File: config.mk
export PLATFORM = sky130hd
export DESIGN_NAME = dirty_rectangle_tracker
export DESIGN_NICKNAME = d
export VERILOG_FILES = /design/src/hdl/drt_pkg.sv /design/src/hdl/drt_front.sv /design/src/hdl/drt_queue.sv /design/src/hdl/drt_back.sv /design/src/hdl/dirty_rectangle_tracker.sv
export SDC_FILE = /design/constraint.sdc
export NUM_CORES = 2
export LEC_CHECK = 0
export BUFFER_PORTS_ARGS = -buffer_cell sky130_fd_sc_hd__buf_2
export CORE_UTILIZATION = 59
export CTS_BUF_LIST = sky130_fd_sc_hd__clkbuf_2 sky130_fd_sc_hd__clkbuf_4 sky130_fd_sc_hd__clkbuf_8
export CTS_CLUSTER_DIAMETER = 50
export CTS_CLUSTER_SIZE = 24
export DETAILED_ROUTE_END_ITERATION = 10
export GPL_TIMING_DRIVEN = 1
export PLACE_DENSITY = 0.75
export SLEW_MARGIN = 20
export SYNTH_ARGS = -nofsm -noshare
export SYNTH_HDL_FRONTEND = slang
export SYNTH_SLANG_ARGS = --single-unit
File: constraint.sdc
create_clock -name aclk -period 12.23 [get_ports aclk]
set_clock_uncertainty 0.15 [all_clocks]
set_input_delay 1.223 -clock aclk [delete_from_list [all_inputs] [get_ports aclk]]
set_output_delay 1.223 -clock aclk [all_outputs]
set_load 0.1 [all_outputs]
File: src/hdl/drt_pkg.sv
// Shared types and constants of the dirty rectangle tracker.
`timescale 1ns / 1ps
package drt_pkg;

    localparam int OUT_BITS = 12;

    // input beat kinds, carried on s_tuser
    typedef enum logic [1:0] {
        KIND_INV   = 2'd0,
        KIND_SPLIT = 2'd1,
        KIND_WHOLE = 2'd2,
        KIND_FLUSH = 2'd3
    } kind_e;

    // result beat kinds, carried on m_tuser
    typedef enum logic [1:0] {
        ITEM_RECT = 2'd0,
        ITEM_FULL = 2'd1,
        ITEM_END  = 2'd2
    } item_e;

    // configuration register indexes
    localparam logic [1:0] REG_SCREEN_W = 2'd0;
    localparam logic [1:0] REG_SCREEN_H = 2'd1;
    localparam logic [1:0] REG_VIEW_Y   = 2'd2;

    localparam logic [OUT_BITS-1:0] RST_SCREEN_W = 12'd640;
    localparam logic [OUT_BITS-1:0] RST_SCREEN_H = 12'd480;
    localparam logic [OUT_BITS-1:0] RST_VIEW_Y   = 12'd360;

    typedef struct packed {
        logic [OUT_BITS-1:0] screen_w;
        logic [OUT_BITS-1:0] screen_h;
        logic [OUT_BITS-1:0] view_y;
    } cfg_t;

    // one clipped operation for the back end
    typedef struct packed {
        kind_e               cmd;
        logic                empty;
        logic                scroll;
        logic [OUT_BITS-1:0] x;
        logic [OUT_BITS-1:0] y;
        logic [OUT_BITS-1:0] w;
        logic [OUT_BITS-1:0] h;
    } op_t;

endpackage

File: src/hdl/drt_front.sv
// Front end: takes input beats, cuts split rectangles and clips them to the screen.
`timescale 1ns / 1ps
module drt_front #(
    parameter int COORD_W = 12
) (
    input  logic                aclk,
    input  logic                aresetn,
    input  drt_pkg::cfg_t       cfg,
    input  logic                s_tvalid,
    output logic                s_tready,
    input  logic [71:0]         s_tdata,
    input  logic [1:0]          s_tuser,
    input  logic                q_full,
    output logic                q_push,
    output drt_pkg::op_t        q_op
);
    import drt_pkg::*;

    localparam logic [OUT_BITS:0] ONE_SH = (OUT_BITS + 1)'(1) << COORD_W;
    localparam logic [OUT_BITS-1:0] CMASK = OUT_BITS'(ONE_SH - 1'b1);

    logic phase_reg, phase_next;
    kind_e kind;
    logic signed [17:0] l_s, t_s, r_s, b_s, v_s, sw_s, sh_s;
    logic signed [17:0] top_s, bot_s, lc, tc, rc, bc, w_s, h_s;
    logic straddle, need_two;

    always_comb begin
        kind  = kind_e'(s_tuser);
        l_s   = {{2{s_tdata[15]}}, s_tdata[15:0]};
        t_s   = {{2{s_tdata[31]}}, s_tdata[31:16]};
        r_s   = {{2{s_tdata[47]}}, s_tdata[47:32]};
        b_s   = {{2{s_tdata[63]}}, s_tdata[63:48]};
        v_s   = {6'b0, cfg.view_y};
        sw_s  = {6'b0, cfg.screen_w};
        sh_s  = {6'b0, cfg.screen_h};
        straddle = (t_s <= v_s) && (b_s > v_s);
        need_two = (kind == KIND_SPLIT) && straddle;
        // upper half first, then the lower half once the upper half has been pushed
        top_s = (need_two && phase_reg) ? v_s : t_s;
        bot_s = (need_two && !phase_reg) ? v_s : b_s;
        lc = (l_s < 18'sd0) ? 18'sd0 : l_s;
        tc = (top_s < 18'sd0) ? 18'sd0 : top_s;
        rc = (r_s > sw_s) ? sw_s : r_s;
        bc = (bot_s > sh_s) ? sh_s : bot_s;
        w_s = rc - lc;
        h_s = bc - tc;

        q_op.cmd    = kind;
        q_op.empty  = (w_s <= 18'sd0) || (h_s <= 18'sd0);
        q_op.scroll = s_tdata[64];
        q_op.x      = lc[OUT_BITS-1:0] & CMASK;
        q_op.y      = tc[OUT_BITS-1:0] & CMASK;
        q_op.w      = w_s[OUT_BITS-1:0] & CMASK;
        q_op.h      = h_s[OUT_BITS-1:0] & CMASK;

        q_push   = s_tvalid && !q_full;
        s_tready = !q_full && !(need_two && !phase_reg);
        phase_next = phase_reg;
        if (q_push && need_two) begin
            phase_next = !phase_reg;
        end
    end

    always_ff @(posedge aclk) begin
        if (!aresetn) begin
            phase_reg <= 1'b0;
        end else begin
            phase_reg <= phase_next;
        end
    end

endmodule

File: src/hdl/drt_queue.sv
// Short operation queue between front and back end.
`timescale 1ns / 1ps
module drt_queue (
    input  logic          aclk,
    input  logic          aresetn,
    input  logic          push,
    input  drt_pkg::op_t  push_op,
    output logic          full,
    input  logic          pop,
    output logic          valid,
    output drt_pkg::op_t  pop_op
);
    import drt_pkg::*;

    localparam int DEPTH = 4;
    localparam int PW = $clog2(DEPTH);

    op_t            slot_reg [DEPTH];
    logic [PW-1:0]  wr_ptr_reg, rd_ptr_reg;
    logic [PW:0]    count_reg;
    logic           do_push, do_pop;

    assign full    = (count_reg == (PW + 1)'(DEPTH));
    assign valid   = (count_reg != '0);
    assign pop_op  = slot_reg[rd_ptr_reg];
    assign do_push = push && !full;
    assign do_pop  = pop && valid;

    always_ff @(posedge aclk) begin
        if (!aresetn) begin
            wr_ptr_reg <= '0;
            rd_ptr_reg <= '0;
            count_reg  <= '0;
        end else begin
            if (do_push) begin
                wr_ptr_reg <= wr_ptr_reg + 1'b1;
            end
            if (do_pop) begin
                rd_ptr_reg <= rd_ptr_reg + 1'b1;
            end
            if (do_push && !do_pop) begin
                count_reg <= count_reg + 1'b1;
            end else if (!do_push && do_pop) begin
                count_reg <= count_reg - 1'b1;
            end
        end
    end

    always_ff @(posedge aclk) begin
        if (do_push) begin
            slot_reg[wr_ptr_reg] <= push_op;
        end
    end

endmodule

File: src/hdl/drt_back.sv
// Back end: rectangle tables, overflow handling and flush streaming.
`timescale 1ns / 1ps
module drt_back #(
    parameter int MAX_REGIONS = 16,
    parameter int COORD_W     = 12
) (
    input  logic                aclk,
    input  logic                aresetn,
    input  drt_pkg::cfg_t       cfg,
    input  logic                q_valid,
    input  drt_pkg::op_t        q_op,
    output logic                q_pop,
    output logic                m_tvalid,
    input  logic                m_tready,
    output logic [47:0]         m_tdata,
    output logic [1:0]          m_tuser,
    output logic                m_tlast
);
    import drt_pkg::*;

    localparam int CNT_W = $clog2(MAX_REGIONS + 1);
    localparam int IDX_W = (MAX_REGIONS > 1) ? $clog2(MAX_REGIONS) : 1;

    typedef enum logic [1:0] {
        ST_IDLE,
        ST_PLAIN,
        ST_SPLIT
    } state_t;

    state_t state_reg;
    logic force_full_reg, scroll_reg;
    logic [CNT_W-1:0] plain_cnt_reg, split_cnt_reg, idx_reg;
    logic [3:0][COORD_W-1:0] plain_tab_reg [MAX_REGIONS];
    logic [3:0][COORD_W-1:0] split_tab_reg [MAX_REGIONS];

    logic m_valid_reg, m_last_reg;
    item_e m_type_reg;
    logic [OUT_BITS-1:0] m_x_reg, m_y_reg, m_w_reg, m_h_reg;

    logic slot_free, plain_full, split_full, plain_we, split_we;
    logic [3:0][COORD_W-1:0] rd;
    logic [OUT_BITS-1:0] rd_x, rd_y, rd_w, rd_h;
    logic [OUT_BITS:0] rd_bottom;
    logic [3:0][COORD_W-1:0] wr_entry;

    always_comb begin
        slot_free  = !m_valid_reg || m_tready;
        plain_full = (plain_cnt_reg >= CNT_W'(MAX_REGIONS));
        split_full = (split_cnt_reg >= CNT_W'(MAX_REGIONS));
        q_pop = q_valid && (state_reg == ST_IDLE)
                && ((q_op.cmd != KIND_FLUSH) || slot_free);
        plain_we = q_pop && (q_op.cmd == KIND_INV) && !force_full_reg
                   && !plain_full && !q_op.empty;
        split_we = q_pop && (q_op.cmd == KIND_SPLIT) && !split_full && !q_op.empty;
        wr_entry[0] = q_op.x[COORD_W-1:0];
        wr_entry[1] = q_op.y[COORD_W-1:0];
        wr_entry[2] = q_op.w[COORD_W-1:0];
        wr_entry[3] = q_op.h[COORD_W-1:0];
        rd = (state_reg == ST_PLAIN) ? plain_tab_reg[idx_reg[IDX_W-1:0]]
                                     : split_tab_reg[idx_reg[IDX_W-1:0]];
        rd_x = OUT_BITS'(rd[0]);
        rd_y = OUT_BITS'(rd[1]);
        rd_w = OUT_BITS'(rd[2]);
        rd_h = OUT_BITS'(rd[3]);
        rd_bottom = {1'b0, rd_y} + {1'b0, rd_h};
    end

    always_ff @(posedge aclk) begin
        if (plain_we) begin
            plain_tab_reg[plain_cnt_reg[IDX_W-1:0]] <= wr_entry;
        end
        if (split_we) begin
            split_tab_reg[split_cnt_reg[IDX_W-1:0]] <= wr_entry;
        end
    end

    always_ff @(posedge aclk) begin
        if (!aresetn) begin
            state_reg      <= ST_IDLE;
            force_full_reg <= 1'b1;
            plain_cnt_reg  <= '0;
            split_cnt_reg  <= '0;
            idx_reg        <= '0;
            scroll_reg     <= 1'b0;
            m_valid_reg    <= 1'b0;
        end else begin
            if (m_valid_reg && m_tready) begin
                m_valid_reg <= 1'b0;
            end
            case (state_reg)
                ST_IDLE: begin
                    if (q_pop) begin
                        case (q_op.cmd)
                            KIND_INV: begin
                                if (!force_full_reg) begin
                                    if (plain_full) begin
                                        plain_cnt_reg  <= '0;
                                        split_cnt_reg  <= '0;
                                        force_full_reg <= 1'b1;
                                    end else if (!q_op.empty) begin
                                        plain_cnt_reg <= plain_cnt_reg + 1'b1;
                                    end
                                end
                            end
                            KIND_SPLIT: begin
                                if (split_full) begin
                                    plain_cnt_reg  <= '0;
                                    split_cnt_reg  <= '0;
                                    force_full_reg <= 1'b1;
                                end else if (!q_op.empty) begin
                                    split_cnt_reg <= split_cnt_reg + 1'b1;
                                end
                            end
                            KIND_WHOLE: begin
                                plain_cnt_reg  <= '0;
                                split_cnt_reg  <= '0;
                                force_full_reg <= 1'b1;
                            end
                            default: begin
                                scroll_reg <= q_op.scroll;
                                idx_reg    <= '0;
                                if (force_full_reg) begin
                                    m_valid_reg    <= 1'b1;
                                    m_type_reg     <= ITEM_FULL;
                                    m_x_reg        <= '0;
                                    m_y_reg        <= '0;
                                    m_w_reg        <= cfg.screen_w;
                                    m_h_reg        <= cfg.screen_h;
                                    m_last_reg     <= 1'b1;
                                    force_full_reg <= 1'b0;
                                    plain_cnt_reg  <= '0;
                                    split_cnt_reg  <= '0;
                                end else begin
                                    state_reg <= ST_PLAIN;
                                end
                            end
                        endcase
                    end
                end
                ST_PLAIN: begin
                    if (slot_free) begin
                        if (idx_reg < plain_cnt_reg) begin
                            m_valid_reg <= 1'b1;
                            m_type_reg  <= ITEM_RECT;
                            m_x_reg     <= rd_x;
                            m_y_reg     <= rd_y;
                            m_w_reg     <= rd_w;
                            m_h_reg     <= rd_h;
                            m_last_reg  <= 1'b0;
                            idx_reg     <= idx_reg + 1'b1;
                        end else begin
                            idx_reg   <= '0;
                            state_reg <= ST_SPLIT;
                        end
                    end
                end
                ST_SPLIT: begin
                    if (slot_free) begin
                        if (idx_reg < split_cnt_reg) begin
                            // while scrolling, rectangles wholly above the viewport edge go
                            if (!(scroll_reg && (rd_bottom <= {1'b0, cfg.view_y}))) begin
                                m_valid_reg <= 1'b1;
                                m_type_reg  <= ITEM_RECT;
                                m_x_reg     <= rd_x;
                                m_y_reg     <= rd_y;
                                m_w_reg     <= rd_w;
                                m_h_reg     <= rd_h;
                                m_last_reg  <= 1'b0;
                            end
                            idx_reg <= idx_reg + 1'b1;
                        end else begin
                            m_valid_reg    <= 1'b1;
                            m_type_reg     <= ITEM_END;
                            m_x_reg        <= '0;
                            m_y_reg        <= '0;
                            m_w_reg        <= '0;
                            m_h_reg        <= '0;
                            m_last_reg     <= 1'b1;
                            force_full_reg <= 1'b0;
                            plain_cnt_reg  <= '0;
                            split_cnt_reg  <= '0;
                            state_reg      <= ST_IDLE;
                        end
                    end
                end
                default: begin
                    state_reg <= ST_IDLE;
                end
            endcase
        end
    end

    assign m_tvalid = m_valid_reg;
    assign m_tdata  = {m_h_reg, m_w_reg, m_y_reg, m_x_reg};
    assign m_tuser  = m_type_reg;
    assign m_tlast  = m_last_reg;

endmodule

File: src/hdl/dirty_rectangle_tracker.sv
// An invalidation beat is taken by the front end (a split rectangle that straddles the
// viewport edge as an upper and a lower half) and lands in the tables via the op queue.
// Throughput: one invalidation per cycle while the op queue has room and the back end is idle.
// Once out of the queue, a flush streams the plain list, split list and end marker, or one full item,
// one table read per cycle while not stalled. Reset is synchronous, active low: full refresh pending,
// both lists empty, registers at 640 x 480 with the viewport edge at row 360; no clearing pass.
`timescale 1ns / 1ps
module dirty_rectangle_tracker #(
    parameter int MAX_REGIONS = 16,
    parameter int COORD_BITS  = 12
) (
    input  logic        aclk,
    input  logic        aresetn,
    // config write channel
    input  logic        cfg_valid,
    output logic        cfg_ready,
    input  logic [1:0]  cfg_addr,
    input  logic [11:0] cfg_data,
    // input beats
    input  logic        s_tvalid,
    output logic        s_tready,
    input  logic [71:0] s_tdata,  // rect_left, rect_top, rect_right, rect_bottom, scrolling
    input  logic [1:0]  s_tuser,  // kind
    // result beats
    output logic        m_tvalid,
    input  logic        m_tready,
    output logic [47:0] m_tdata,  // out_x, out_y, out_w, out_h
    output logic [1:0]  m_tuser,  // item_type
    output logic        m_tlast   // last
);
    import drt_pkg::*;

    localparam int COORD_W = (COORD_BITS < OUT_BITS) ? COORD_BITS : OUT_BITS;
    localparam logic [OUT_BITS:0] ONE_SH = (OUT_BITS + 1)'(1) << COORD_W;
    localparam logic [OUT_BITS-1:0] CMASK = OUT_BITS'(ONE_SH - 1'b1);

    cfg_t cfg_reg;
    logic q_full, q_push, q_valid, q_pop;
    op_t  push_op, pop_op;

    assign cfg_ready = 1'b1;

    always_ff @(posedge aclk) begin
        if (!aresetn) begin
            cfg_reg.screen_w <= RST_SCREEN_W & CMASK;
            cfg_reg.screen_h <= RST_SCREEN_H & CMASK;
            cfg_reg.view_y   <= RST_VIEW_Y & CMASK;
        end else if (cfg_valid) begin
            case (cfg_addr)
                REG_SCREEN_W: cfg_reg.screen_w <= cfg_data & CMASK;
                REG_SCREEN_H: cfg_reg.screen_h <= cfg_data & CMASK;
                REG_VIEW_Y:   cfg_reg.view_y   <= cfg_data & CMASK;
                default: ;
            endcase
        end
    end

    drt_front #(
        .COORD_W (COORD_W)
    ) u_front (
        .aclk     (aclk),
        .aresetn  (aresetn),
        .cfg      (cfg_reg),
        .s_tvalid (s_tvalid),
        .s_tready (s_tready),
        .s_tdata  (s_tdata),
        .s_tuser  (s_tuser),
        .q_full   (q_full),
        .q_push   (q_push),
        .q_op     (push_op)
    );

    drt_queue u_queue (
        .aclk    (aclk),
        .aresetn (aresetn),
        .push    (q_push),
        .push_op (push_op),
        .full    (q_full),
        .pop     (q_pop),
        .valid   (q_valid),
        .pop_op  (pop_op)
    );

    drt_back #(
        .MAX_REGIONS (MAX_REGIONS),
        .COORD_W     (COORD_W)
    ) u_back (
        .aclk     (aclk),
        .aresetn  (aresetn),
        .cfg      (cfg_reg),
        .q_valid  (q_valid),
        .q_op     (pop_op),
        .q_pop    (q_pop),
        .m_tvalid (m_tvalid),
        .m_tready (m_tready),
        .m_tdata  (m_tdata),
        .m_tuser  (m_tuser),
        .m_tlast  (m_tlast)
    );

endmodule

==> flow_summary.ini <==
[synth]
syn-num-nets = 3968
yosysSeqAreaShare = 0.734
synth.distinct_cells = 70
synth_cells = 3739
synth_edf_count = 1795
ys.flop_type = edfxtp_1
syn_avg_cell_area_um2 = 20.2
ys_seq_elements = 1865
syn_area_mm2 = 0.0754
synth_warnings = 0
async_reset_ff_frac = 0

[grt]
grt_pass1_vias = 37600
antenna_found_initial = 10
grt_usage = 0.298
grt_pass1_wl_mm = 271
overflow = 0
grt_max_degree = 99

[cts]
clk_latency_ps = 880
clockBufferDepth = 3
cts_resized = 0
post-cts-setup-buffers = 0
cts_root_buf = clkbuf_8
cts_sinks = 1865
cts_tree = done
clk_pin_slew_ps = 100
htree_num_levels = 4
cts-hold-fix-buffers = 0
cts_buffers = 142

[detailed_routing]
ant_nets = 0
drt-pass1-iter-count = 8
routed_wirelength_mm = 191
drtIter0Drc = 6118
via_count = 38800
viasPerCell = 6.80
post_drt_wl_per_cell_um = 33.4
drc = 0

[worst_setup_path]
critPathLaunchType = input port
cp_slowest_cell = nor3_4
critPathKind = in2reg
crit_family = simple AND/OR/NAND/NOR gates
cp.arrival_ps = 9570
crit_required_ps = 12740
cp_num_cells = 31
worst-path-buf-inv = 2
critPathCaptureType = flop
crit_fanout = 26
slowest_delay_ps = 710
reg2regPathDepth = 33

[floorplanning]
initial_core_util = 0.597
die-area_mm2 = 0.129
fp.dieW_um = 359
fp.dieH_um = 359
coreArea_mm2 = 0.126
num_rows = 130
pin_count = 147

[run_status]
status = completed

[final_layout]
fill_cells = 8232
fin_nets = 4157
drive_gt1_frac = 0.267
layout_commonest_cell = edfxtp_1
area_growth_pct = 8.59
final_core_util = 0.648
final_cell_mix = edfxtp_1 (1795), mux4_2 (532), nand2_1 (179)

[power]
p_clk_frac = 0.266
power_mw = 14.3
pwr-share-comb = 0.168
p_leak_nw = 25.3
power_density_mw_per_mm2 = 175
pwr-share-seq = 0.566
switchingPower_mw = 4.12
switching_share = 0.287
irDropWorstVdd_mv = 0.168
internal-power_mw = 10.2

[timing]
rsz0062_at_grt = false
slew_headroom = 0.265
fin_crit_ps = 9060
setup_viol = 0
setup_tns_ps = 0
timing.final.max_slew_violations = 0
hold_viol = 0
period_share = 0.741
max_freq_mhz = 110
worstMarginPinSlew_ps = 1100

[min_path]
whs_path_depth = 2
worstHoldPathType = reg2reg

[place]
dp_hpwl_mm = 107
port_buffers = 138
gp_congestion = 0.915

[flow_run]
cap_violations = 0
[final timing paths]
check | startpoint | end | slack (ps)
worst max-delay path | s_tdata[31] | u_queue.slot_reg[3][49]$_DFFE_PP_ | 3170
worst min-delay path | cfg_reg[22]$_SDFFE_PN0P_ | cfg_reg[22]$_SDFFE_PN0P_ | 330
worst max register to register | cfg_reg[9]$_SDFFE_PN0P_ | u_queue.slot_reg[3][49]$_DFFE_PP_ | 3170
worst min register to register | cfg_reg[22]$_SDFFE_PN0P_ | cfg_reg[22]$_SDFFE_PN0P_ | 330
[metrics by stage]
stage | hold WS, ps | instances | area [um^2] | setup slack, ps
after CTS | 325 | 5698 | 81800 | 3180
after detailed placement | 312 | 5434 | 78400 | 2400
final | 332 | 5702 | 81800 | 3170
after global routing | 353 | 5700 | 81800 | 2580
after global placement | 301 | 5434 | 78400 | 2450
after floorplan | 291 | 3739 | 75400 | 3370
[Yosys cell counts (19+ instances only)]
| cell | instances | area, um^2 |
|---|---|---|
| xnor2_1 | 24 | 210 |
| nor2b_1 | 34 | 213 |
| nand2_1 | 180 | 676 |
| clkbuf_1 | 118 | 443 |
| nand3_1 | 31 | 155 |
| and2_1 | 19 | 119 |
| nor3_1 | 24 | 120 |
| a21oi_1 | 96 | 480 |
| buf_1 | 49 | 184 |
| mux4_2 | 532 | 12000 |
| a21o_1 | 43 | 323 |
| nor2_1 | 123 | 462 |
| nor3b_1 | 29 | 218 |
| inv_1 | 100 | 375 |
| a21boi_0 | 30 | 225 |
| o21ai_0 | 83 | 415 |
| nand2b_1 | 37 | 231 |
| edfxtp_1 | 1795 | 53900 |
| ha_1 | 132 | 1650 |
| dfxtp_1 | 70 | 1400 |
[metal layers]
layer,wire length [um],track usage,vias up
met2,91700,0.471,2456
met1,74000,0.435,20400
li1,-,-,15700
met5,16,0,-
met4,4790,0.0811,4
met3,20200,0.0536,298
[cell type report]
class,instances,area (um^2),area share
antenna,4,10.0,0.000122
clock buffer,158,2130,0.0260
clock inverter,106,1310,0.0160
inverter,100,375,0.00459
multi-input combinational,1598,19300,0.235
sequential,1865,55300,0.676
tap,1650,2060,0.0252
timing repair buffer,221,1350,0.0165
[power groups by stage]
| stage | Clock (mW) | Sequential [mW] | Combinational [mW] |
|---|---|---|---|
| global route | 4.09 | 8.13 | 2.56 |
| CTS | 3.85 | 8.11 | 2.36 |
| finish | 3.82 | 8.11 | 2.41 |
| detailed placement | 0 | 8.26 | 2.35 |
| global placement | 0 | 8.25 | 2.28 |
| floorplan | 0 | 8.47 | 1.33 |
[worst register-to-register path: cells and delay by family, from the launching register on]
family	cells	cell delay, ps
AOI/OAI and AO/OA	16	3020
xor gates and xnor gates	1	200
adders and majority gates	5	1670
buffers and inverters	2	420
DFF	1	410
muxes	2	830
and+or+nand+nor	7	2170
[kinds of logic after synthesis]
| kind of cell | after synthesis | share of synthesized area |
|---|---|---|
| compound gates | 342 | 0.0288 |
| fa+ha+maj | 136 | 0.0230 |
| other cells | 1 | 0.0000498 |
| flops | 1865 | 0.734 |
| simple gates | 531 | 0.0342 |
| buf+inv | 276 | 0.0139 |
| mux | 553 | 0.162 |
| xor+xnor | 35 | 0.00407 |
No activity file was read; power rests on OpenSTA's default activity.
